<file path="src/hw/rtl/mcpm_pkg.sv">
// Package with the shared types and constants of the molecule center block.
package mcpm_pkg;

  localparam int unsigned MAX_ATOMS_DEF = 256;
  localparam int unsigned CNT_W = 9;
  localparam int unsigned QDEPTH = 2;
  localparam int unsigned QPTR_W = $clog2(QDEPTH);
  localparam int unsigned BOX_W = 31;
  localparam logic signed [23:0] ONE_Q816 = 24'sd65536;
  localparam int unsigned DIV_ITER_W = 7;
  localparam logic [DIV_ITER_W-1:0] UNWRAP_ITERS = 7'd36;
  localparam logic [DIV_ITER_W-1:0] CENTER_ITERS = 7'd64;

  typedef enum logic [1:0] {
    MODE_NUMBER = 2'd0,
    MODE_CHARGE = 2'd1,
    MODE_MASS   = 2'd2
  } mode_e;

  typedef enum logic [1:0] {
    REG_MODE  = 2'd0,
    REG_BOX_X = 2'd1,
    REG_BOX_Y = 2'd2,
    REG_BOX_Z = 2'd3
  } cfg_reg_e;

  typedef enum logic [3:0] {
    ST_IDLE, ST_AXIS, ST_DIV_WAIT, ST_MUL, ST_ACC, ST_WT, ST_CTR, ST_CTR_WAIT, ST_OUT
  } back_state_e;

  typedef struct packed {
    logic signed [31:0] pos_x;
    logic signed [31:0] pos_y;
    logic signed [31:0] pos_z;
    logic signed [23:0] weight;
    logic               last_atom;
  } atom_req_t;

  typedef struct packed {
    logic signed [31:0] center_x;
    logic signed [31:0] center_y;
    logic signed [31:0] center_z;
    logic               zero_weight;
    logic [CNT_W-1:0]   atom_count;
  } center_rsp_t;

  // Classified atom handed from the front to the back.
  typedef struct packed {
    logic signed [31:0] pos_x;
    logic signed [31:0] pos_y;
    logic signed [31:0] pos_z;
    logic signed [23:0] w;
    logic               last;
  } work_t;

  typedef struct packed {
    logic [1:0]       mode;
    logic [BOX_W-1:0] box_x;
    logic [BOX_W-1:0] box_y;
    logic [BOX_W-1:0] box_z;
  } cfg_t;

  typedef struct packed {
    logic                  start;
    logic [63:0]           dividend;
    logic [31:0]           divisor;
    logic [DIV_ITER_W-1:0] iters;
  } div_req_t;

  typedef struct packed {
    logic        done;
    logic [63:0] quotient;
    logic [31:0] remainder;
  } div_rsp_t;

endpackage

</file>
<file path="src/hw/rtl/mcpm_front.sv">
// Front part: configuration registers, request intake, weight selection and queue.
module mcpm_front (
  input  logic                 clk_i,
  input  logic                 rst_ni,
  input  logic                 cfg_we_i,
  input  logic [1:0]           cfg_idx_i,
  input  logic [30:0]          cfg_data_i,
  input  logic                 push,
  output logic                 full,
  input  mcpm_pkg::atom_req_t  req_i,
  output mcpm_pkg::cfg_t       cfg_o,
  output logic                 work_valid_o,
  output mcpm_pkg::work_t      work_o,
  input  logic                 work_ack_i
);
  import mcpm_pkg::*;

  cfg_t              cfg_q, cfg_d;
  work_t             mem_q [QDEPTH];
  work_t             cls;
  logic [QPTR_W-1:0] wptr_q, wptr_d, rptr_q, rptr_d;
  logic [QPTR_W:0]   cnt_q, cnt_d;
  logic              do_push, do_pop;

  // Register writes.
  always_comb begin
    cfg_d = cfg_q;
    if (cfg_we_i) begin
      unique case (cfg_reg_e'(cfg_idx_i))
        REG_MODE:  cfg_d.mode  = cfg_data_i[1:0];
        REG_BOX_X: cfg_d.box_x = cfg_data_i;
        REG_BOX_Y: cfg_d.box_y = cfg_data_i;
        REG_BOX_Z: cfg_d.box_z = cfg_data_i;
        default:   cfg_d = cfg_q;
      endcase
    end
  end

  // Classify: number mode replaces the weight by one.
  always_comb begin
    cls.pos_x = req_i.pos_x;
    cls.pos_y = req_i.pos_y;
    cls.pos_z = req_i.pos_z;
    cls.w     = (cfg_q.mode == MODE_NUMBER) ? ONE_Q816 : req_i.weight;
    cls.last  = req_i.last_atom;
  end

  // Queue pointers and fill count.
  assign full    = (cnt_q == (QPTR_W+1)'(QDEPTH));
  assign do_push = push && !full;
  assign do_pop  = work_ack_i && (cnt_q != '0);
  assign work_valid_o = (cnt_q != '0);
  assign work_o  = mem_q[rptr_q];

  always_comb begin
    wptr_d = do_push ? wptr_q + 1'b1 : wptr_q;
    rptr_d = do_pop ? rptr_q + 1'b1 : rptr_q;
    cnt_d  = cnt_q + (QPTR_W+1)'(do_push) - (QPTR_W+1)'(do_pop);
  end

  always_ff @(posedge clk_i or negedge rst_ni) begin
    if (!rst_ni) begin
      cfg_q.mode  <= MODE_MASS;
      cfg_q.box_x <= '0;
      cfg_q.box_y <= '0;
      cfg_q.box_z <= '0;
      wptr_q      <= '0;
      rptr_q      <= '0;
      cnt_q       <= '0;
    end else begin
      cfg_q  <= cfg_d;
      wptr_q <= wptr_d;
      rptr_q <= rptr_d;
      cnt_q  <= cnt_d;
    end
  end

  always_ff @(posedge clk_i) begin
    if (do_push) begin
      mem_q[wptr_q] <= cls;
    end
  end

  assign cfg_o = cfg_q;

endmodule

</file>
<file path="config.mk">
export PLATFORM = sky130hd
export DESIGN_NAME = mcpm_front
export DESIGN_NICKNAME = d
export VERILOG_FILES = /design/src/hw/rtl/mcpm_pkg.sv /design/src/hw/rtl/mcpm_front.sv
export SDC_FILE = /design/constraint.sdc
export NUM_CORES = 1
export LEC_CHECK = 0
export BUFFER_PORTS_ARGS = -buffer_cell sky130_fd_sc_hd__clkbuf_2
export CAP_MARGIN = 25
export CELL_PAD_IN_SITES_DETAIL_PLACEMENT = 0
export CELL_PAD_IN_SITES_GLOBAL_PLACEMENT = 1
export CORE_ASPECT_RATIO = 0.6
export CORE_UTILIZATION = 35
export CTS_CLUSTER_DIAMETER = 30
export DETAILED_ROUTE_END_ITERATION = 6
export PLACE_DENSITY = 0.75
export SYNTH_ARGS = -nofsm -noshare
export SYNTH_HDL_FRONTEND = slang
export SYNTH_SLANG_ARGS = --single-unit
</file>
<file path="constraint.sdc">
create_clock -name clk_i -period 7.1 [get_ports clk_i]
set_input_delay 0.355 -clock clk_i [delete_from_list [all_inputs] [get_ports clk_i]]
set_output_delay 0.355 -clock clk_i [all_outputs]
set_load 0.05 [all_outputs]
</file>
==> metrics.cfg <==
[drt]
drt-initial-drc-count = 302
via_per_inst = 4.53
first_pass_iters = 6
drc = 33
wirelength_um = 30300
wire_per_inst_um = 18.3
antenna_left = 0
num_vias = 7468

[cts]
path_clk_slew_ns = 0.05
post_cts_resized = 0
hold_buffers = 98
clk-insertion-delay-late_ns = 0.56
clock_path_buffers = 3
cts_tree = built
cts-root-buf = clkbuf_16
htree_levels = 2
cts_num_sinks = 341
post-cts-setup-buffer-count = 0
cts_buffers = 52

[sta]
min_period_ns = 3.44
rsz0062_at_grt = no
finalCritPeriodShare = 0.484
fmax_ghz = 0.291
fin_tns_setup_ns = 0
timing.final.max_slew_violations = 0
slew_headroom = 0.313
setup_viol = 0
worstMarginPinSlew_ns = 1.03
clock_skew_ns = 0.0167
hold_viol = 0

[critical_path]
r2r_cells = 4
crit_type = reg -> out
end_kind = primary output
worstPathRequired_ns = 6.74
r2r_slack_ns = 4.45
r2r_end = mem_q[0][84]
r2r-start = cnt_q[1]
arrival_ns = 3.08
crit_path_start_kind = register
path_max_fanout = 70

[status]
violations = DRC
status = complete, but fails checks

[place]
postPlaceCellArea_sq_um = 15000
portBuffers = 376
hpwl_um = 20800
gp_congestion = 0.801

[min_path]
min_to = cfg_o[21]
hold_start = cfg_data_i[21]
hold_depth = 2
hold_path_class = in -> reg

[global_routing]
grt_use_total = 0.160
overflow = 0
grt_pass1_vias = 7896
grt_pass1_wl_um = 44800
grt_max_degree = 71
antenna_found_initial = 1

[floorplan]
fp.coreArea_sq_um = 35300
chipWidth_um = 247
design.die.area_sq_um = 36800
rows = 53
io_pins = 377
die_h_um = 149
initial_core_util = 0.358

[finish]
layout_common_cells = clkbuf_2, edfxtp_1, mux2_2
fin_area_sq_um = 17900
area_growth_syn_to_layout_pct = 41.9
fillCellCount = 2983
final_common_cell = clkbuf_2
final_layout_size_suffix_gt1_frac = 0.594
final_nets = 1299

[yosys]
synth_area_sq_um = 12600
synth_cell_types = 21
syn_inst = 625
synth_area_per_cell_sq_um = 20.2
async_flop_share = 0.290
synth_nets = 786
ys_seq_elements = 341
seq_area_frac_synth = 0.772
synth_ff_type = edfxtp_1
ys_warn_count = 0
synth_edf_count = 242

[flow_run]
maxCapViolations = 0

[power_and_ir_drop]
leakage_uw = 0.00736
power.density_nw_per_um2 = 475
vdd_drop_max_uv = 295

power breakdown:
part	leakage [uW]	switching [uW]	internal [uW]	total [uW]
Combinational	0.00304	2180	792	2970
Sequential	0.00342	222	2650	2870
Clock	0.000898	934	1740	2670
Total	0.00736	3330	5180	8510
kinds of logic (layout without fill, tap and decap cells):
logic type | Yosys count | after routing | share of synthesized area
mux | 216 | 216 | 0.193
other cells | 0 | 1 | 0
fa+ha+maj | 2 | 2 | 0.00198
flops | 341 | 341 | 0.772
buf+inv | 27 | 584 | 0.0132
simple gates | 35 | 35 | 0.0170
xor+xnor | 4 | 4 | 0.00278
worst max-delay path, stage by stage (launching register included):
cell	delay [ns]
dfrtp_4	1.09
buf_4	0.68
mux2_2	0.43
clkbuf_2	0.25
area by class of cell:
type / instances / area (sq um) / area share
Clock buffer: 56 / 1330 / 0.0741
Tap cell: 467 / 584 / 0.0326
Inverter: 2 / 7.51 / 0.000419
Timing Repair Buffer: 484 / 2970 / 0.166
Antenna cell: 1 / 2.50 / 0.000140
Multi-Input combinational cell: 257 / 2730 / 0.152
Clock inverter: 42 / 541 / 0.0302
Sequential cell: 341 / 9750 / 0.544
how the worst max path moves through the flow:
stage,end,slack [ns],start,cells after the start
3_5_place_dp,work_o[65],4.24,rptr_q,3
6_report,work_o[90],3.66,rptr_q,3
5_1_grt,work_o[90],3.51,rptr_q,3
3_3_place_gp,work_o[59],4.30,rptr_q,3
4_1_cts,work_o[65],3.64,rptr_q,3
2_1_floorplan,mem_q[0][0],0.88,cnt_q[1],3
cells in the mapped netlist, types with 2 or more instances:
cell type / instances / share of area
edfxtp_1: 242 / 0.58
mux2_2: 216 / 0.19
dfrtp_1: 98 / 0.19
nor2b_1: 23 / 0.011
buf_4: 15 / 0.0089
buf_2: 7 / 0.0028
clkbuf_1: 3 / 0.00089
xnor2_1: 3 / 0.0021
ha_1: 2 / 0.0020
inv_1: 2 / 0.00060
nand3b_1: 2 / 0.0012
nor2_1: 2 / 0.00060
or2_2: 2 / 0.00099
registers in the layout, summed over array words and instances, names as in the netlist:
name,count
cfg_o,95
cnt_q,2
mem_q,242
rptr_q,1
wptr_q,1
per-stage QoR:
stage                     cells  total power (uW)  hold WS [ns]  utilization  worst slack (ns)
final                      1650              8510        0.0627        0.508              3.66
after global routing       1650              8840        0.0427        0.508              3.51
after CTS                  1648              8600        0.0301        0.507              3.64
after detailed placement   1452              5840         0.389        0.426              4.24
after global placement     1450              5810         0.386        0.425              4.30
after floorplan             625              5180        0.0594            -             0.879
routing by layer:
layer	routed length, um	track usage	vias up	part of all wire
li1	-	-	3426	-
met1	13000	0.209	3764	0.43
met2	14800	0.260	225	0.49
met3	1810	0.0419	53	0.060
met4	714	0.0552	0	0.024
met5	0	0	-	0
Note: power is estimated with default switching activity, not from simulation.
