<file path="src/hw/rtl/mcpm_pkg.sv">
// Package with the shared types and constants of the molecule center block.
package mcpm_pkg;

  localparam int unsigned MAX_ATOMS_DEF = 256;
  localparam int unsigned CNT_W = 9;
  localparam int unsigned QDEPTH = 2;
  localparam int unsigned QPTR_W = $clog2(QDEPTH);
  localparam int unsigned BOX_W = 31;
  localparam logic signed [23:0] ONE_Q816 = 24'sd65536;
  localparam int unsigned DIV_ITER_W = 7;
  localparam logic [DIV_ITER_W-1:0] UNWRAP_ITERS = 7'd36;
  localparam logic [DIV_ITER_W-1:0] CENTER_ITERS = 7'd64;

  typedef enum logic [1:0] {
    MODE_NUMBER = 2'd0,
    MODE_CHARGE = 2'd1,
    MODE_MASS   = 2'd2
  } mode_e;

  typedef enum logic [1:0] {
    REG_MODE  = 2'd0,
    REG_BOX_X = 2'd1,
    REG_BOX_Y = 2'd2,
    REG_BOX_Z = 2'd3
  } cfg_reg_e;

  typedef enum logic [3:0] {
    ST_IDLE, ST_AXIS, ST_DIV_WAIT, ST_MUL, ST_ACC, ST_WT, ST_CTR, ST_CTR_WAIT, ST_OUT
  } back_state_e;

  typedef struct packed {
    logic signed [31:0] pos_x;
    logic signed [31:0] pos_y;
    logic signed [31:0] pos_z;
    logic signed [23:0] weight;
    logic               last_atom;
  } atom_req_t;

  typedef struct packed {
    logic signed [31:0] center_x;
    logic signed [31:0] center_y;
    logic signed [31:0] center_z;
    logic               zero_weight;
    logic [CNT_W-1:0]   atom_count;
  } center_rsp_t;

  // Classified atom handed from the front to the back.
  typedef struct packed {
    logic signed [31:0] pos_x;
    logic signed [31:0] pos_y;
    logic signed [31:0] pos_z;
    logic signed [23:0] w;
    logic               last;
  } work_t;

  typedef struct packed {
    logic [1:0]       mode;
    logic [BOX_W-1:0] box_x;
    logic [BOX_W-1:0] box_y;
    logic [BOX_W-1:0] box_z;
  } cfg_t;

  typedef struct packed {
    logic                  start;
    logic [63:0]           dividend;
    logic [31:0]           divisor;
    logic [DIV_ITER_W-1:0] iters;
  } div_req_t;

  typedef struct packed {
    logic        done;
    logic [63:0] quotient;
    logic [31:0] remainder;
  } div_rsp_t;

endpackage

</file>
<file path="src/hw/rtl/mcpm_div.sv">
// Iterative restoring divider, one quotient bit per cycle.
module mcpm_div (
  input  logic              clk_i,
  input  logic              rst_ni,
  input  mcpm_pkg::div_req_t req_i,
  output mcpm_pkg::div_rsp_t rsp_o
);
  import mcpm_pkg::*;

  logic                  busy_q, busy_d, done_q, done_d;
  logic [DIV_ITER_W-1:0] cnt_q, cnt_d;
  logic [63:0]           quo_q, quo_d;
  logic [31:0]           rem_q, rem_d, dvs_q, dvs_d;
  logic [32:0]           trial;

  // One shift and trial subtract per cycle; the dividend arrives left aligned.
  always_comb begin
    busy_d = busy_q;
    done_d = 1'b0;
    cnt_d  = cnt_q;
    quo_d  = quo_q;
    rem_d  = rem_q;
    dvs_d  = dvs_q;
    trial  = {rem_q, quo_q[63]} - {1'b0, dvs_q};
    if (busy_q) begin
      if (!trial[32]) begin
        rem_d = trial[31:0];
        quo_d = {quo_q[62:0], 1'b1};
      end else begin
        rem_d = {rem_q[30:0], quo_q[63]};
        quo_d = {quo_q[62:0], 1'b0};
      end
      cnt_d = cnt_q - 1'b1;
      if (cnt_q == DIV_ITER_W'(1)) begin
        busy_d = 1'b0;
        done_d = 1'b1;
      end
    end else if (req_i.start) begin
      busy_d = 1'b1;
      cnt_d  = req_i.iters;
      quo_d  = req_i.dividend;
      rem_d  = '0;
      dvs_d  = req_i.divisor;
    end
  end

  always_ff @(posedge clk_i or negedge rst_ni) begin
    if (!rst_ni) begin
      busy_q <= 1'b0;
      done_q <= 1'b0;
      cnt_q  <= '0;
    end else begin
      busy_q <= busy_d;
      done_q <= done_d;
      cnt_q  <= cnt_d;
    end
  end

  always_ff @(posedge clk_i) begin
    quo_q <= quo_d;
    rem_q <= rem_d;
    dvs_q <= dvs_d;
  end

  assign rsp_o.done      = done_q;
  assign rsp_o.quotient  = quo_q;
  assign rsp_o.remainder = rem_q;

endmodule

</file>
<file path="config.mk">
export PLATFORM = sky130hd
export DESIGN_NAME = mcpm_div
export DESIGN_NICKNAME = d
export VERILOG_FILES = /design/src/hw/rtl/mcpm_pkg.sv /design/src/hw/rtl/mcpm_div.sv
export SDC_FILE = /design/constraint.sdc
export NUM_CORES = 1
export LEC_CHECK = 0
export BUFFER_PORTS_ARGS = -buffer_cell sky130_fd_sc_hd__buf_2
export CORE_AREA = 2 2 168 170
export CTS_CLUSTER_DIAMETER = 100
export CTS_CLUSTER_SIZE = 40
export DETAILED_ROUTE_END_ITERATION = 16
export DIE_AREA = 0 0 170 172
export GPL_ROUTABILITY_DRIVEN = 0
export PLACE_DENSITY_LB_ADDON = 0.05
export SYNTH_ARGS = -nofsm -noshare
export SYNTH_HDL_FRONTEND = slang
export SYNTH_SLANG_ARGS = --single-unit
</file>
<file path="constraint.sdc">
create_clock -name clk_i -period 2.9 [get_ports clk_i]
set_clock_uncertainty 0.1 [all_clocks]
set_input_delay 0.145 -clock clk_i [delete_from_list [all_inputs] [get_ports clk_i]]
set_output_delay 0.145 -clock clk_i [all_outputs]
set_load 0.01 [all_outputs]
</file>
==> results.txt <==
----------------------------------------------------
[Power]
  Power density over the cells ... around 1100 nW/µm²
  Reported leakage power ... approximately 5.2 nW
  Power consumption ... around 12 mW
  Maximum vdd ir drop ... 0.000518 V

[Run status]
  Failing checks ... negative setup slack
  Run status ... finished with violations

[Global routing]
  First-pass GRT wire length ... ~38 mm
  Total gr overflow ... 0
  Antenna violations before repair ... 0
  Largest net degree at the start of global routing ... ~100
  Number of global-route vias before repair ... about 7,200
  GR Util All Layers ... 0.165

[Hold path]
  Worst min-delay path class ... input port to flip-flop
  Start point of the worst min-delay path ... req_i[31]

[Clock tree]
  Clock tree root driver cell ... sky130_fd_sc_hd__clkbuf_16
  Number of H-tree branching levels ... 4
  Clock tree from TritonCTS ... built
  Clock slew at the register clock pins of the worst setup and hold paths ... around 0.070 ns
  Clock latency on the worst-skew pair ... 0.43 ns
  Sink Count ... ~140
  CTS buffer count ... 17
  Bufs on Longest Clock Path ... 2

[Setup path]
  Register-to-register setup slack ... -0.007 ns
  Launching instance or port of the critical path ... dvs_q[25]$_DFFE_PP_
  Data arrival time of the critical path ... ~3.1 ns
  Largest fanout on the critical path ... 3
  Element type at the critical path start ... flip-flop
  Data required time of the worst path ... 3.08 ns
  Reg-to-reg startpoint ... dvs_q[25]$_DFFE_PP_
  Critical Setup Path Class ... flip-flop to flip-flop
  Element type at the critical path end ... flip-flop

[Yosys]
  Number of warnings issued by yosys ... 0
  Synth Area in Simple Gates ... 0.103
  Combined area of all synthesized cells ... 7830 µm²
  Register area share after synthesis ... 0.520
  Compound-Gate Fraction of Synth Area ... 0.155
  FFs w/ async S/R, synth ... 0.0657
  Top cell type's share of synthesized area ... 0.491
  Synthesized area per cell ... ~11 µm²
  Prevailing post-synth register cell ... sky130_fd_sc_hd__edfxtp_1
  Number of register bits inferred by synthesis ... about 140
  Post-synthesis share of cell area spent on full adders, half adders and majority gates ... 0.0569
  Number of flops mapped to enable cells by yosys ... 128
  Number of nets produced by synthesis ... just over 800
  Syn Inst Count ... between 600 and 700
  Dominant combinational cell family by area after synthesis ... compound AO/OA/AOI/OAI gates
  Library cell occupying the most area in the post-synthesis netlist ... sky130_fd_sc_hd__edfxtp_1
  Multiplexer fraction of the synthesized cell area ... 0.0951
  Dominant cells by area after synthesis ... sky130_fd_sc_hd__edfxtp_1 49%, sky130_fd_sc_hd__mux2_2 9.2%, sky130_fd_sc_hd__ha_1 5.4%
  Post-Synth XOR/XNOR Area ... 0.0213
  Number of different library cells in the post-synthesis netlist ... 69

[Route]
  Total wirelength of the detailed-routed design ... about 24 mm
  Residual DRC count ... 0
  Number of antenna-violating nets in the routed design ... 0
  Total iterations of the first detailed-routing run ... 4
  Via count normalized by instance count ... 4.83
  Vias after detailed routing ... about 7,000
  Number of DRC markers in iteration 0 ... between 300 and 400
  WL per Instance ... 16.7 µm

[Final layout]
  Share of final-layout standard cells stronger than drive strength 1 ... 0.415
  Antenna diodes ... 0
  Post-route design area ... between 10,000 and 15,000 µm²
  Synthesis-to-finish area growth ... 50.0%
  Nets@finish ... approximately 1,200

[Floorplan]
  Core footprint ... between 20,000 and 30,000 µm²
  Ports ... between 200 and 250
  Die footprint ... approximately 29,000 µm²
  Die Y ... around 170 µm
  Std cell rows ... 61
  X dimension of the die ... 170 µm
  Initial Utilization ... 0.285

[STA]
  Unrepaired setup endpoints after global routing ... yes
  Max Slew Vio Count ... 0
  Fmax ... 344 MHz
  Least setup slack across all paths after layout ... -0.00686 ns
  Final setup violation count ... 1
  Min Tclk post-route ... 2.91 ns
  Transition time of the tightest slew-check pin ... just under 0.6 ns
  Final Hold Viols ... 0
  Max_slew headroom ... 0.608
  Final Hold Slack ... between 0.3 and 0.4 ns
  Final worst path period share ... 1.00

[Placed design]
  Placement-stage cell area ... slightly below 10,000 µm²
  Post-DP HPWL ... approximately 17 mm
  Port Buffers ... 202

[Run]
  Max-cap check violation count ... 0

----------------------------------------------------
-- power by group --
| group | switching, mW | total, mW | internal [mW] |
|---|---|---|---|
| Sequential | 0.468 | 3.66 | 3.19 |
| Clock | 1.03 | 2.25 | 1.23 |
| Combinational | 3.40 | 6.53 | 3.13 |
| Total | 4.90 | 12.4 | 7.55 |
-- timing repair --
item | 4_1_cts | 5_1_grt
hold buffers | 107 | 0
pin swaps | 9 | 3
setup endpoints to repair | 25 | 33
buffers inserted | 3 | 5
resized for setup | 11 | 37
hold endpoints to repair | 112 | 0
-- metrics by stage --
stage / util / TNS, ns / std cells / setup slack [ns]
2_1_floorplan: - / 0 / 683 / 0.00235
3_3_place_gp: 0.356 / -0.237 / 1277 / -0.0626
3_5_place_dp: 0.356 / -0.568 / 1277 / -0.134
4_1_cts: 0.421 / 0 / 1419 / 0.00456
5_1_grt: 0.427 / -0.868 / 1424 / -0.154
6_report: 0.427 / -0.00686 / 1424 / -0.00686
-- state kept, by name, summed over array words and instances, names as in the netlist --
| register | flops |
|---|---|
| busy_q | 1 |
| cnt_q | 7 |
| done_q | 1 |
| dvs_q | 32 |
| quo_q | 64 |
| rem_q | 32 |
-- Yosys cell counts (5+ instances only) --
master	count
sky130_fd_sc_hd__dfrtp_1	9
sky130_fd_sc_hd__o21ai_0	46
sky130_fd_sc_hd__nor2_1	26
sky130_fd_sc_hd__edfxtp_1	128
sky130_fd_sc_hd__xor2_1	9
sky130_fd_sc_hd__o21a_1	9
sky130_fd_sc_hd__nand2b_1	9
sky130_fd_sc_hd__inv_1	49
sky130_fd_sc_hd__a21oi_1	54
sky130_fd_sc_hd__nor3_1	13
sky130_fd_sc_hd__ha_1	34
sky130_fd_sc_hd__nand4_1	13
sky130_fd_sc_hd__xnor2_1	10
sky130_fd_sc_hd__mux2_2	64
sky130_fd_sc_hd__a21o_1	6
sky130_fd_sc_hd__a211oi_1	6
sky130_fd_sc_hd__clkbuf_1	24
sky130_fd_sc_hd__buf_2	10
sky130_fd_sc_hd__or3_1	5
sky130_fd_sc_hd__nand2_1	38
sky130_fd_sc_hd__nand3_1	30
-- final timing paths --
| path | end | cells after the start |
|---|---|---|
| max in group asynchronous | busy_q$_DFF_PN0_ | 4 |
| min in group asynchronous | cnt_q[3]$_DFFE_PN0P_ | 3 |
| setup / recovery | rem_q[3]$_SDFFCE_PN0P_ | 11 |
| hold / removal | dvs_q[24]$_DFFE_PP_ | 2 |
| hold reg to reg | done_q$_DFF_PN0_ | 1 |
| setup reg to reg | rem_q[3]$_SDFFCE_PN0P_ | 11 |
-- logic make-up (layout without fill, tap and decap cells) --
| group | count (synthesis) | in the layout |
|---|---|---|
| AND/OR/NAND/NOR | 158 | 158 |
| multiplexers | 66 | 66 |
| XOR/XNOR | 19 | 19 |
| buffers and inverters | 90 | 485 |
| AO/OA/AOI/OAI | 178 | 178 |
| flip-flops | 137 | 137 |
| adder cells (fa/ha/maj) | 35 | 35 |
-- layout make-up --
class	instances	area, µm²
multi-input cells	456	3600
inverters	49	188
well taps	346	433
clock buffers	18	429
clock inverters	14	154
flip-flops and latches	137	4070
fillers	2661	15700
repair buffers	404	2860
-- layout by cell type (no fill, tap or decap), types with 25 or more instances in the layout --
| master | count |
|---|---|
| sky130_fd_sc_hd__a21oi_1 | 51 |
| sky130_fd_sc_hd__buf_2 | 202 |
| sky130_fd_sc_hd__buf_4 | 87 |
| sky130_fd_sc_hd__dlygate4sd3_1 | 107 |
| sky130_fd_sc_hd__edfxtp_1 | 128 |
| sky130_fd_sc_hd__ha_1 | 27 |
| sky130_fd_sc_hd__inv_1 | 47 |
| sky130_fd_sc_hd__mux2_2 | 64 |
| sky130_fd_sc_hd__nand2_1 | 38 |
| sky130_fd_sc_hd__nand3_1 | 29 |
| sky130_fd_sc_hd__nor2_1 | 25 |
| sky130_fd_sc_hd__o21ai_0 | 36 |
-- critical path, stage by stage (launching register included) --
cell and delay, ns:
sky130_fd_sc_hd__edfxtp_1 0.37, sky130_fd_sc_hd__inv_1 0.11, sky130_fd_sc_hd__ha_4 0.22, sky130_fd_sc_hd__a211oi_2 0.23, sky130_fd_sc_hd__o21bai_2 0.10, sky130_fd_sc_hd__a211oi_2 0.32, sky130_fd_sc_hd__o31ai_4 0.12, sky130_fd_sc_hd__mux2i_2 0.25
sky130_fd_sc_hd__o31ai_2 0.12, sky130_fd_sc_hd__buf_4 0.16, sky130_fd_sc_hd__or4_1 0.51, sky130_fd_sc_hd__a21oi_1 0.14
-- routing by layer --
layer | vias up | track usage | part of all wire
li1 | 3332 | - | -
met1 | 3332 | 0.200 | 0.44
met2 | 196 | 0.290 | 0.49
met3 | 18 | 0.0433 | 0.058
met4 | 0 | 0.0468 | 0.012
met5 | - | 0 | 0
Note: power is estimated with default switching activity, not from simulation.
