==> src/hw/rtl/mcpm_pkg.sv <==
// Package with the shared types and constants of the molecule center block.
package mcpm_pkg;

  localparam int unsigned MAX_ATOMS_DEF = 256;
  localparam int unsigned CNT_W = 9;
  localparam int unsigned QDEPTH = 2;
  localparam int unsigned QPTR_W = $clog2(QDEPTH);
  localparam int unsigned BOX_W = 31;
  localparam logic signed [23:0] ONE_Q816 = 24'sd65536;
  localparam int unsigned DIV_ITER_W = 7;
  localparam logic [DIV_ITER_W-1:0] UNWRAP_ITERS = 7'd36;
  localparam logic [DIV_ITER_W-1:0] CENTER_ITERS = 7'd64;

  typedef enum logic [1:0] {
    MODE_NUMBER = 2'd0,
    MODE_CHARGE = 2'd1,
    MODE_MASS   = 2'd2
  } mode_e;

  typedef enum logic [1:0] {
    REG_MODE  = 2'd0,
    REG_BOX_X = 2'd1,
    REG_BOX_Y = 2'd2,
    REG_BOX_Z = 2'd3
  } cfg_reg_e;

  typedef enum logic [3:0] {
    ST_IDLE, ST_AXIS, ST_DIV_WAIT, ST_MUL, ST_ACC, ST_WT, ST_CTR, ST_CTR_WAIT, ST_OUT
  } back_state_e;

  typedef struct packed {
    logic signed [31:0] pos_x;
    logic signed [31:0] pos_y;
    logic signed [31:0] pos_z;
    logic signed [23:0] weight;
    logic               last_atom;
  } atom_req_t;

  typedef struct packed {
    logic signed [31:0] center_x;
    logic signed [31:0] center_y;
    logic signed [31:0] center_z;
    logic               zero_weight;
    logic [CNT_W-1:0]   atom_count;
  } center_rsp_t;

  // Classified atom handed from the front to the back.
  typedef struct packed {
    logic signed [31:0] pos_x;
    logic signed [31:0] pos_y;
    logic signed [31:0] pos_z;
    logic signed [23:0] w;
    logic               last;
  } work_t;

  typedef struct packed {
    logic [1:0]       mode;
    logic [BOX_W-1:0] box_x;
    logic [BOX_W-1:0] box_y;
    logic [BOX_W-1:0] box_z;
  } cfg_t;

  typedef struct packed {
    logic                  start;
    logic [63:0]           dividend;
    logic [31:0]           divisor;
    logic [DIV_ITER_W-1:0] iters;
  } div_req_t;

  typedef struct packed {
    logic        done;
    logic [63:0] quotient;
    logic [31:0] remainder;
  } div_rsp_t;

endpackage

==> src/hw/rtl/mcpm_back.sv <==
// Back part: unwrapping, weighted accumulation, final division and result register.
module mcpm_back #(
  parameter int unsigned MAX_ATOMS = mcpm_pkg::MAX_ATOMS_DEF
) (
  input  logic                  clk_i,
  input  logic                  rst_ni,
  input  mcpm_pkg::cfg_t        cfg_i,
  input  logic                  work_valid_i,
  input  mcpm_pkg::work_t       work_i,
  output logic                  work_ack_o,
  output mcpm_pkg::div_req_t    div_req_o,
  input  mcpm_pkg::div_rsp_t    div_rsp_i,
  output logic                  empty,
  input  logic                  pop,
  output mcpm_pkg::center_rsp_t rsp_o
);
  import mcpm_pkg::*;

  back_state_e        state_q, state_d;
  work_t              item_q, item_d;
  logic signed [31:0] ref_q [3];
  logic signed [31:0] ref_d [3];
  logic signed [63:0] sum_q [3];
  logic signed [63:0] sum_d [3];
  logic signed [31:0] ctr_q [3];
  logic signed [31:0] ctr_d [3];
  logic signed [31:0] wt_q, wt_d;
  logic [CNT_W-1:0]   cnt_q, cnt_d;
  logic               first_q, first_d, zw_q, zw_d;
  logic [1:0]         axis_q, axis_d;
  logic signed [32:0] d_q, d_d;
  logic [35:0]        n_q, n_d;
  logic               dn_q, dn_d;
  logic signed [33:0] u_q, u_d;
  logic signed [57:0] prod_q, prod_d;
  logic               oval_q, oval_d;
  center_rsp_t        out_q, out_d;

  logic signed [31:0] p_sel, r_sel;
  logic [BOX_W-1:0]   b_sel;
  logic signed [32:0] d_c;
  logic signed [35:0] d2x, bx, d36, nb, dp, ux;
  logic signed [64:0] sum_x;
  logic signed [32:0] wt_x;
  logic [63:0]        ms;
  logic [31:0]        mw;
  logic               cneg;
  logic [63:0]        q;

  // Per-axis operand selection.
  always_comb begin
    unique case (axis_q)
      2'd0:    begin p_sel = item_q.pos_x; b_sel = cfg_i.box_x; end
      2'd1:    begin p_sel = item_q.pos_y; b_sel = cfg_i.box_y; end
      default: begin p_sel = item_q.pos_z; b_sel = cfg_i.box_z; end
    endcase
    r_sel = ref_q[axis_q];
  end

  // Offset from the reference and the unwrap arithmetic.
  always_comb begin
    d_c  = {p_sel[31], p_sel} - {r_sel[31], r_sel};
    d2x  = {{2{d_c[32]}}, d_c, 1'b0};
    bx   = {5'b0, b_sel};
    d36  = {{3{d_q[32]}}, d_q};
    nb   = $signed((n_q - {4'b0, div_rsp_i.remainder}) >> 1);
    dp   = dn_q ? d36 - nb : d36 + nb;
    ux   = {{4{r_sel[31]}}, r_sel} + dp;
    sum_x = {sum_q[axis_q][63], sum_q[axis_q]} + {{7{prod_q[57]}}, prod_q};
    wt_x = {wt_q[31], wt_q} + {{9{item_q.w[23]}}, item_q.w};
    ms   = sum_q[axis_q][63] ? 64'(-sum_q[axis_q]) : 64'(sum_q[axis_q]);
    mw   = wt_q[31] ? 32'(-wt_q) : 32'(wt_q);
    cneg = sum_q[axis_q][63] ^ wt_q[31];
    q    = div_rsp_i.quotient;
    prod_d = u_q * item_q.w;
  end

  // Sequencer for one atom and, on the last atom, the three divisions.
  always_comb begin
    state_d = state_q;
    item_d  = item_q;
    ref_d   = ref_q;
    sum_d   = sum_q;
    ctr_d   = ctr_q;
    wt_d    = wt_q;
    cnt_d   = cnt_q;
    first_d = first_q;
    zw_d    = zw_q;
    axis_d  = axis_q;
    d_d     = d_q;
    n_d     = n_q;
    dn_d    = dn_q;
    u_d     = u_q;
    out_d   = out_q;
    oval_d  = oval_q && !pop;
    work_ack_o = 1'b0;
    div_req_o  = '0;
    unique case (state_q)
      ST_IDLE: begin
        if (work_valid_i) begin
          work_ack_o = 1'b1;
          item_d = work_i;
          if (first_q) begin
            ref_d[0] = work_i.pos_x;
            ref_d[1] = work_i.pos_y;
            ref_d[2] = work_i.pos_z;
            first_d  = 1'b0;
          end
          axis_d  = 2'd0;
          state_d = ST_AXIS;
        end
      end
      ST_AXIS: begin
        d_d = d_c;
        if (b_sel != '0 && d2x > bx) begin
          n_d  = 36'(d2x + bx - 36'sd1);
          dn_d = 1'b1;
          div_req_o.start    = 1'b1;
          div_req_o.dividend = {36'(d2x + bx - 36'sd1), 28'b0};
          div_req_o.divisor  = {b_sel, 1'b0};
          div_req_o.iters    = UNWRAP_ITERS;
          state_d = ST_DIV_WAIT;
        end else if (b_sel != '0 && d2x < -bx) begin
          n_d  = 36'(-d2x + bx - 36'sd1);
          dn_d = 1'b0;
          div_req_o.start    = 1'b1;
          div_req_o.dividend = {36'(-d2x + bx - 36'sd1), 28'b0};
          div_req_o.divisor  = {b_sel, 1'b0};
          div_req_o.iters    = UNWRAP_ITERS;
          state_d = ST_DIV_WAIT;
        end else begin
          u_d     = 34'(p_sel);
          state_d = ST_MUL;
        end
      end
      ST_DIV_WAIT: begin
        if (div_rsp_i.done) begin
          u_d     = ux[33:0];
          state_d = ST_MUL;
        end
      end
      ST_MUL: begin
        state_d = ST_ACC;
      end
      ST_ACC: begin
        if (sum_x[64] != sum_x[63]) begin
          sum_d[axis_q] = sum_x[64] ? {1'b1, 63'b0} : {1'b0, {63{1'b1}}};
        end else begin
          sum_d[axis_q] = sum_x[63:0];
        end
        if (axis_q == 2'd2) begin
          state_d = ST_WT;
        end else begin
          axis_d  = axis_q + 2'd1;
          state_d = ST_AXIS;
        end
      end
      ST_WT: begin
        if (wt_x[32] != wt_x[31]) begin
          wt_d = wt_x[32] ? {1'b1, 31'b0} : {1'b0, {31{1'b1}}};
        end else begin
          wt_d = wt_x[31:0];
        end
        if (cnt_q < CNT_W'(MAX_ATOMS)) begin
          cnt_d = cnt_q + 1'b1;
        end
        axis_d  = 2'd0;
        state_d = item_q.last ? ST_CTR : ST_IDLE;
      end
      ST_CTR: begin
        if (wt_q == '0) begin
          ctr_d[0] = '0;
          ctr_d[1] = '0;
          ctr_d[2] = '0;
          zw_d     = 1'b1;
          state_d  = ST_OUT;
        end else begin
          zw_d = 1'b0;
          div_req_o.start    = 1'b1;
          div_req_o.dividend = ms + {33'b0, mw[31:1]};
          div_req_o.divisor  = mw;
          div_req_o.iters    = CENTER_ITERS;
          state_d = ST_CTR_WAIT;
        end
      end
      ST_CTR_WAIT: begin
        if (div_rsp_i.done) begin
          if (cneg) begin
            ctr_d[axis_q] = (q > 64'h8000_0000) ? 32'sh8000_0000 : 32'(-q);
          end else begin
            ctr_d[axis_q] = (q > 64'h7FFF_FFFF) ? 32'sh7FFF_FFFF : 32'(q);
          end
          if (axis_q == 2'd2) begin
            state_d = ST_OUT;
          end else begin
            axis_d  = axis_q + 2'd1;
            state_d = ST_CTR;
          end
        end
      end
      ST_OUT: begin
        // Hand the result over once the output register is free.
        if (!oval_q) begin
          oval_d            = 1'b1;
          out_d.center_x    = ctr_q[0];
          out_d.center_y    = ctr_q[1];
          out_d.center_z    = ctr_q[2];
          out_d.zero_weight = zw_q;
          out_d.atom_count  = cnt_q;
          ref_d[0] = '0;
          ref_d[1] = '0;
          ref_d[2] = '0;
          sum_d[0] = '0;
          sum_d[1] = '0;
          sum_d[2] = '0;
          wt_d     = '0;
          cnt_d    = '0;
          first_d  = 1'b1;
          state_d  = ST_IDLE;
        end
      end
      default: state_d = ST_IDLE;
    endcase
  end

  always_ff @(posedge clk_i or negedge rst_ni) begin
    if (!rst_ni) begin
      state_q <= ST_IDLE;
      ref_q   <= '{default: '0};
      sum_q   <= '{default: '0};
      wt_q    <= '0;
      cnt_q   <= '0;
      first_q <= 1'b1;
      axis_q  <= '0;
      oval_q  <= 1'b0;
    end else begin
      state_q <= state_d;
      ref_q   <= ref_d;
      sum_q   <= sum_d;
      wt_q    <= wt_d;
      cnt_q   <= cnt_d;
      first_q <= first_d;
      axis_q  <= axis_d;
      oval_q  <= oval_d;
    end
  end

  always_ff @(posedge clk_i) begin
    item_q <= item_d;
    ctr_q  <= ctr_d;
    zw_q   <= zw_d;
    d_q    <= d_d;
    n_q    <= n_d;
    dn_q   <= dn_d;
    u_q    <= u_d;
    prod_q <= prod_d;
    out_q  <= out_d;
  end

  assign empty = !oval_q;
  assign rsp_o = out_q;

endmodule

==> config.mk <==
export PLATFORM = sky130hd
export DESIGN_NAME = mcpm_back
export DESIGN_NICKNAME = d
export VERILOG_FILES = /design/src/hw/rtl/mcpm_pkg.sv /design/src/hw/rtl/mcpm_back.sv
export SDC_FILE = /design/constraint.sdc
export NUM_CORES = 2
export LEC_CHECK = 0
export ABC_CLOCK_PERIOD_IN_PS = 13940
export BUFFER_PORTS_ARGS = -buffer_cell sky130_fd_sc_hd__buf_4
export CORE_UTILIZATION = 64
export CTS_BUF_LIST = sky130_fd_sc_hd__clkbuf_4 sky130_fd_sc_hd__clkbuf_8 sky130_fd_sc_hd__clkbuf_16
export DETAILED_ROUTE_END_ITERATION = 6
export GPL_TIMING_DRIVEN = 0
export PLACE_DENSITY_LB_ADDON = 0.2
export SLEW_MARGIN = 10
export SYNTH_ARGS = -nofsm -noshare
export SYNTH_HDL_FRONTEND = slang
export SYNTH_SLANG_ARGS = --single-unit
==> constraint.sdc <==
create_clock -name clk_i -period 13.94 [get_ports clk_i]
set_input_delay 0.697 -clock clk_i [delete_from_list [all_inputs] [get_ports clk_i]]
set_output_delay 0.697 -clock clk_i [all_outputs]
set_load 0.02 [all_outputs]
==> results list <==
- Total count of hold-check failures in the final report: 0
- Num rows: 133
* Maximum number of pins on one net before global-route repair: 107
- In the routed design, unresolved DRC markers number 6.
- The pre-antenna-repair detailed-routing pass consisted of 7 iterations.
- At the worst endpoint, the required time is 13.24 ns.
* Most common library cell in the layout ignoring fill and taps: sky130_fd_sc_hd__nand2_1
- For this run, the number of Yosys warnings is 0.
- Summing all multi-input logic gate instances after layout gives 56,700 um^2.
* Root Driver: sky130_fd_sc_hd__clkbuf_16
- Initial antenna violation count: 36
- In this run the top signal layer used is met5.
- The final max-slew violation count is 3.
- Across all register-to-register paths, the minimum setup slack is 1.78 ns.
* Library cell contributing the largest single delay on the critical path: sky130_fd_sc_hd__clkbuf_1
- Count of filler cells inserted in the layout: 10,100
- Detailed placement ended at an HPWL of 258,000 um.
- After the first detailed-routing iteration, the DRC count stood at 9,692.
- In the detailed route, the total length drawn on met3 is 38,900 um.
- Yosys mapped the design onto 103 distinct sky130hd cell types.
* Chip Width: 366 um
- Summed over all failing endpoints, the final setup total negative slack is 0 ns.
* Global-route wire length before repair: 470,000 um
- After technology mapping, the gate count stands at 9,203.
- Among the stages of the critical path, the cell type that occurs most often is sky130_fd_sc_hd__buf_4.
- The count of buffers added on input and output ports is 521.
* End of the worst register-to-register path: n_q[4]
* Worst stage delay on the critical path: 0.64 ns
- Sequential cell area: 22,400 um^2
- After detailed routing, the number of vias per cell comes to 6.48.
* Launching point of the worst reg2reg path: axis_q[0]
* Met2 Routed Length: 136,000 um
* Die height: 366 um
- Crit path launch type: flop
- Critical Path End Type: output pin
- Static timing analysis puts the maximum clock frequency at 0.0726 GHz.
* Max Buffers Root-to-Sink: 3
- Hold Path Depth: 1
- Measured against its own limit, the worst slew margin works out to -2.16%.
* Critical path data arrival time: 13.08 ns
- Number of nets with antenna violations after routing: 0
- Number of CTS-inserted buffers: 92
* Placer Congestion: 1.07
- In the synthesized netlist the dominant register cell turns out to be sky130_fd_sc_hd__edfxtp_1.
- TritonCTS built the clock tree.
- The finished layout holds 11,700 standard cells, fillers aside.
* Nets: 11,600
* Synthesized area per cell: 9.21 um^2
- Async set or reset register ratio after synthesis: 41.0%
* RSZ-0062 raised after global routing: false
- Clk_skew: 0.0849 ns
* Fin crit period: 13.78 ns
- The checks that failed: DRC, capacitance limit, slew limit.
- Post-synthesis instance area: 84,800 um^2
* Final core area utilization: 72.2%
* Max-cap viol count: 1
* Number of enable flip-flop cells after synthesis: 427
* H-tree levels: 3
- Final WL: 319,000 um
- Slew @ Worst Pin: 1.52 ns
- Fraction of final layout cells with drive strength greater than 1: 9.16%
- Dividing the detail-routed wire length by the instance count gives 27.3 um.
- Via Count: 75,800
- Area of the die: 134,000 um^2
* CP Class: flop to output pin
- Cell depth of the worst flop-to-flop path: 42
- Share of the yosys chip area belonging to registers: 26.4%
- Clock-pin slew was measured on the worst setup and hold paths at 0.06 ns.
- The run finished, with violations left.
- Critical path peak fanout: 28
* Post-route clock period utilization: 98.8%
- For this design, the sink count on the clock tree is 822.
- Synthesis-to-finish area growth: 11.9%
- Min-Delay Endpoint: item_q[72]
- Global-route total usage across every layer: 47.3%
- Clock latency on the worst-skew pair, taken at its later pin, is 0.76 ns.
- Prior to clock tree synthesis, the placed netlist has a worst setup slack of -2.20 ns.
* Commonest cells after routing, fill and taps aside: 1,205 x sky130_fd_sc_hd__nand2_1, 1,078 x sky130_fd_sc_hd__inv_1, 836 x sky130_fd_sc_hd__fa_1
* Number of instances in the placed design: 11,500
- The min-delay analysis places its worst path in the category input pin to flop.
- Post-route worst setup slack: 0.161 ns
* Core footprint: 131,000 um^2
- Number of global-route vias before repair: 75,800
- For this configuration, the core starts out at a cell density of 64.5%.
- Setup violations remaining at the end of the flow were counted as 0.
- The startpoint identified for the worst hold timing path is work_i[72].
* Met1 WL: 112,000 um
- Global route total overflow: 0
- Ports placed on the boundary: 529
- Flop and latch count out of synthesis: 822
[state kept, by name (all words and copies together) (netlist names)]
signal,count
sum_q,192
item_q,121
rsp_o,106
ctr_q,96
ref_q,96
prod_q,58
n_q,35
u_q,34
d_q,33
wt_q,32
cnt_q,9
state_q,4
axis_q,2
dn_q,1
first_q,1
oval_q,1
zw_q,1
[repair_timing]
item                       4_1_cts  5_1_grt
setup buffers                    0        0
setup endpoints to repair      175       68
hold buffers                     1        0
gates resized for setup         37       27
hold endpoints to repair        59        0
[per-layer routing]
metal  up-vias  global-route usage, %
li1      32300                      -
met1     37000                   57.9
met4        14                   38.6
met5         -                      0
met2      5191                   70.2
met3      1276                   13.1
[cells in the mapped netlist (all sizes together) (37+ instances only)]
| cell type | count | area, um^2 |
|---|---|---|
| inv | 1081 | 4060 |
| ha | 578 | 7230 |
| nand4 | 77 | 494 |
| nor2b | 76 | 475 |
| or3 | 42 | 278 |
| nand2b | 90 | 563 |
| fa | 836 | 16700 |
| a211oi | 105 | 793 |
| a22o | 228 | 2000 |
| buf | 69 | 410 |
| clkbuf | 392 | 1470 |
| edfxtp | 427 | 12800 |
| a21o | 274 | 2060 |
| o21a | 50 | 375 |
| nor2 | 507 | 1910 |
| xnor2 | 345 | 3020 |
| and2 | 298 | 1860 |
| xor2 | 184 | 1610 |
| nor3 | 97 | 510 |
| nand2 | 1206 | 4530 |
| dfxtp | 58 | 1160 |
| nand3 | 101 | 510 |
| o31ai | 41 | 308 |
| o21ai | 432 | 2170 |
| o21bai | 54 | 405 |
| mux2i | 137 | 1370 |
| a21oi | 516 | 2600 |
| a31oi | 69 | 432 |
| nor4 | 42 | 312 |
| o2bb2ai | 37 | 324 |
| dfrtp | 336 | 8410 |
| and3 | 48 | 300 |
[cell families after synthesis]
kind of cell    count (synthesis)  share of synthesized area, %
buf+inv                      1545                          7.02
other cells                     1                       0.00442
mux                           159                          1.91
fa+ha+maj                    1414                          28.3
compound gates               2056                          16.1
simple gates                 2676                          14.7
xor+xnor                      530                          5.49
flops                         822                          26.4
[how the worst max path moves through the flow]
stage                     startpoint            end  slack, ns  cells after the start
final                      axis_q[0]  div_req_o[98]       0.16                     42
after global routing       axis_q[0]  div_req_o[75]       0.03                     44
after CTS                  axis_q[0]  div_req_o[88]      0.002                     44
after detailed placement   axis_q[0]  div_req_o[70]      -2.20                     45
after global placement     axis_q[0]  div_req_o[96]      -3.42                     45
after floorplan            axis_q[0]  div_req_o[91]       2.82                     44
[worst max-delay path: cells and delay by family, from the launching register on]
| kind | cells | cell delay (ns) |
|---|---|---|
| XOR/XNOR | 1 | 0.38 |
| AND/OR/NAND/NOR | 3 | 0.73 |
| buffers and inverters | 17 | 4.94 |
| AO/OA/AOI/OAI | 17 | 4.28 |
| adder cells (fa/ha/maj) | 4 | 1.44 |
| flip-flops | 1 | 0.51 |
[final cells by class]
| cell class | count | area share (%) |
|---|---|---|
| clock buffers | 128 | 2.85 |
| repair buffers | 538 | 4.50 |
| plain buffers | 459 | 2.02 |
| diodes | 22 | 0.0580 |
| inverters | 1084 | 4.29 |
| clock inverters | 45 | 0.545 |
| multi-input cells | 6839 | 59.8 |
| well taps | 1755 | 2.31 |
| flip-flops and latches | 822 | 23.6 |
[stage by stage]
step | area, um^2 | hold slack (ns)
after floorplan | 84800 | 0.400
after global placement | 90900 | 0.432
after detailed placement | 91300 | 0.435
after CTS | 94700 | 0.0725
after global routing | 94800 | 0.104
final | 94900 | 0.118
Power is left out: the tool's default activity adds up to more than one toggle a clock period on the data nets, which glitch-free logic cannot reach.
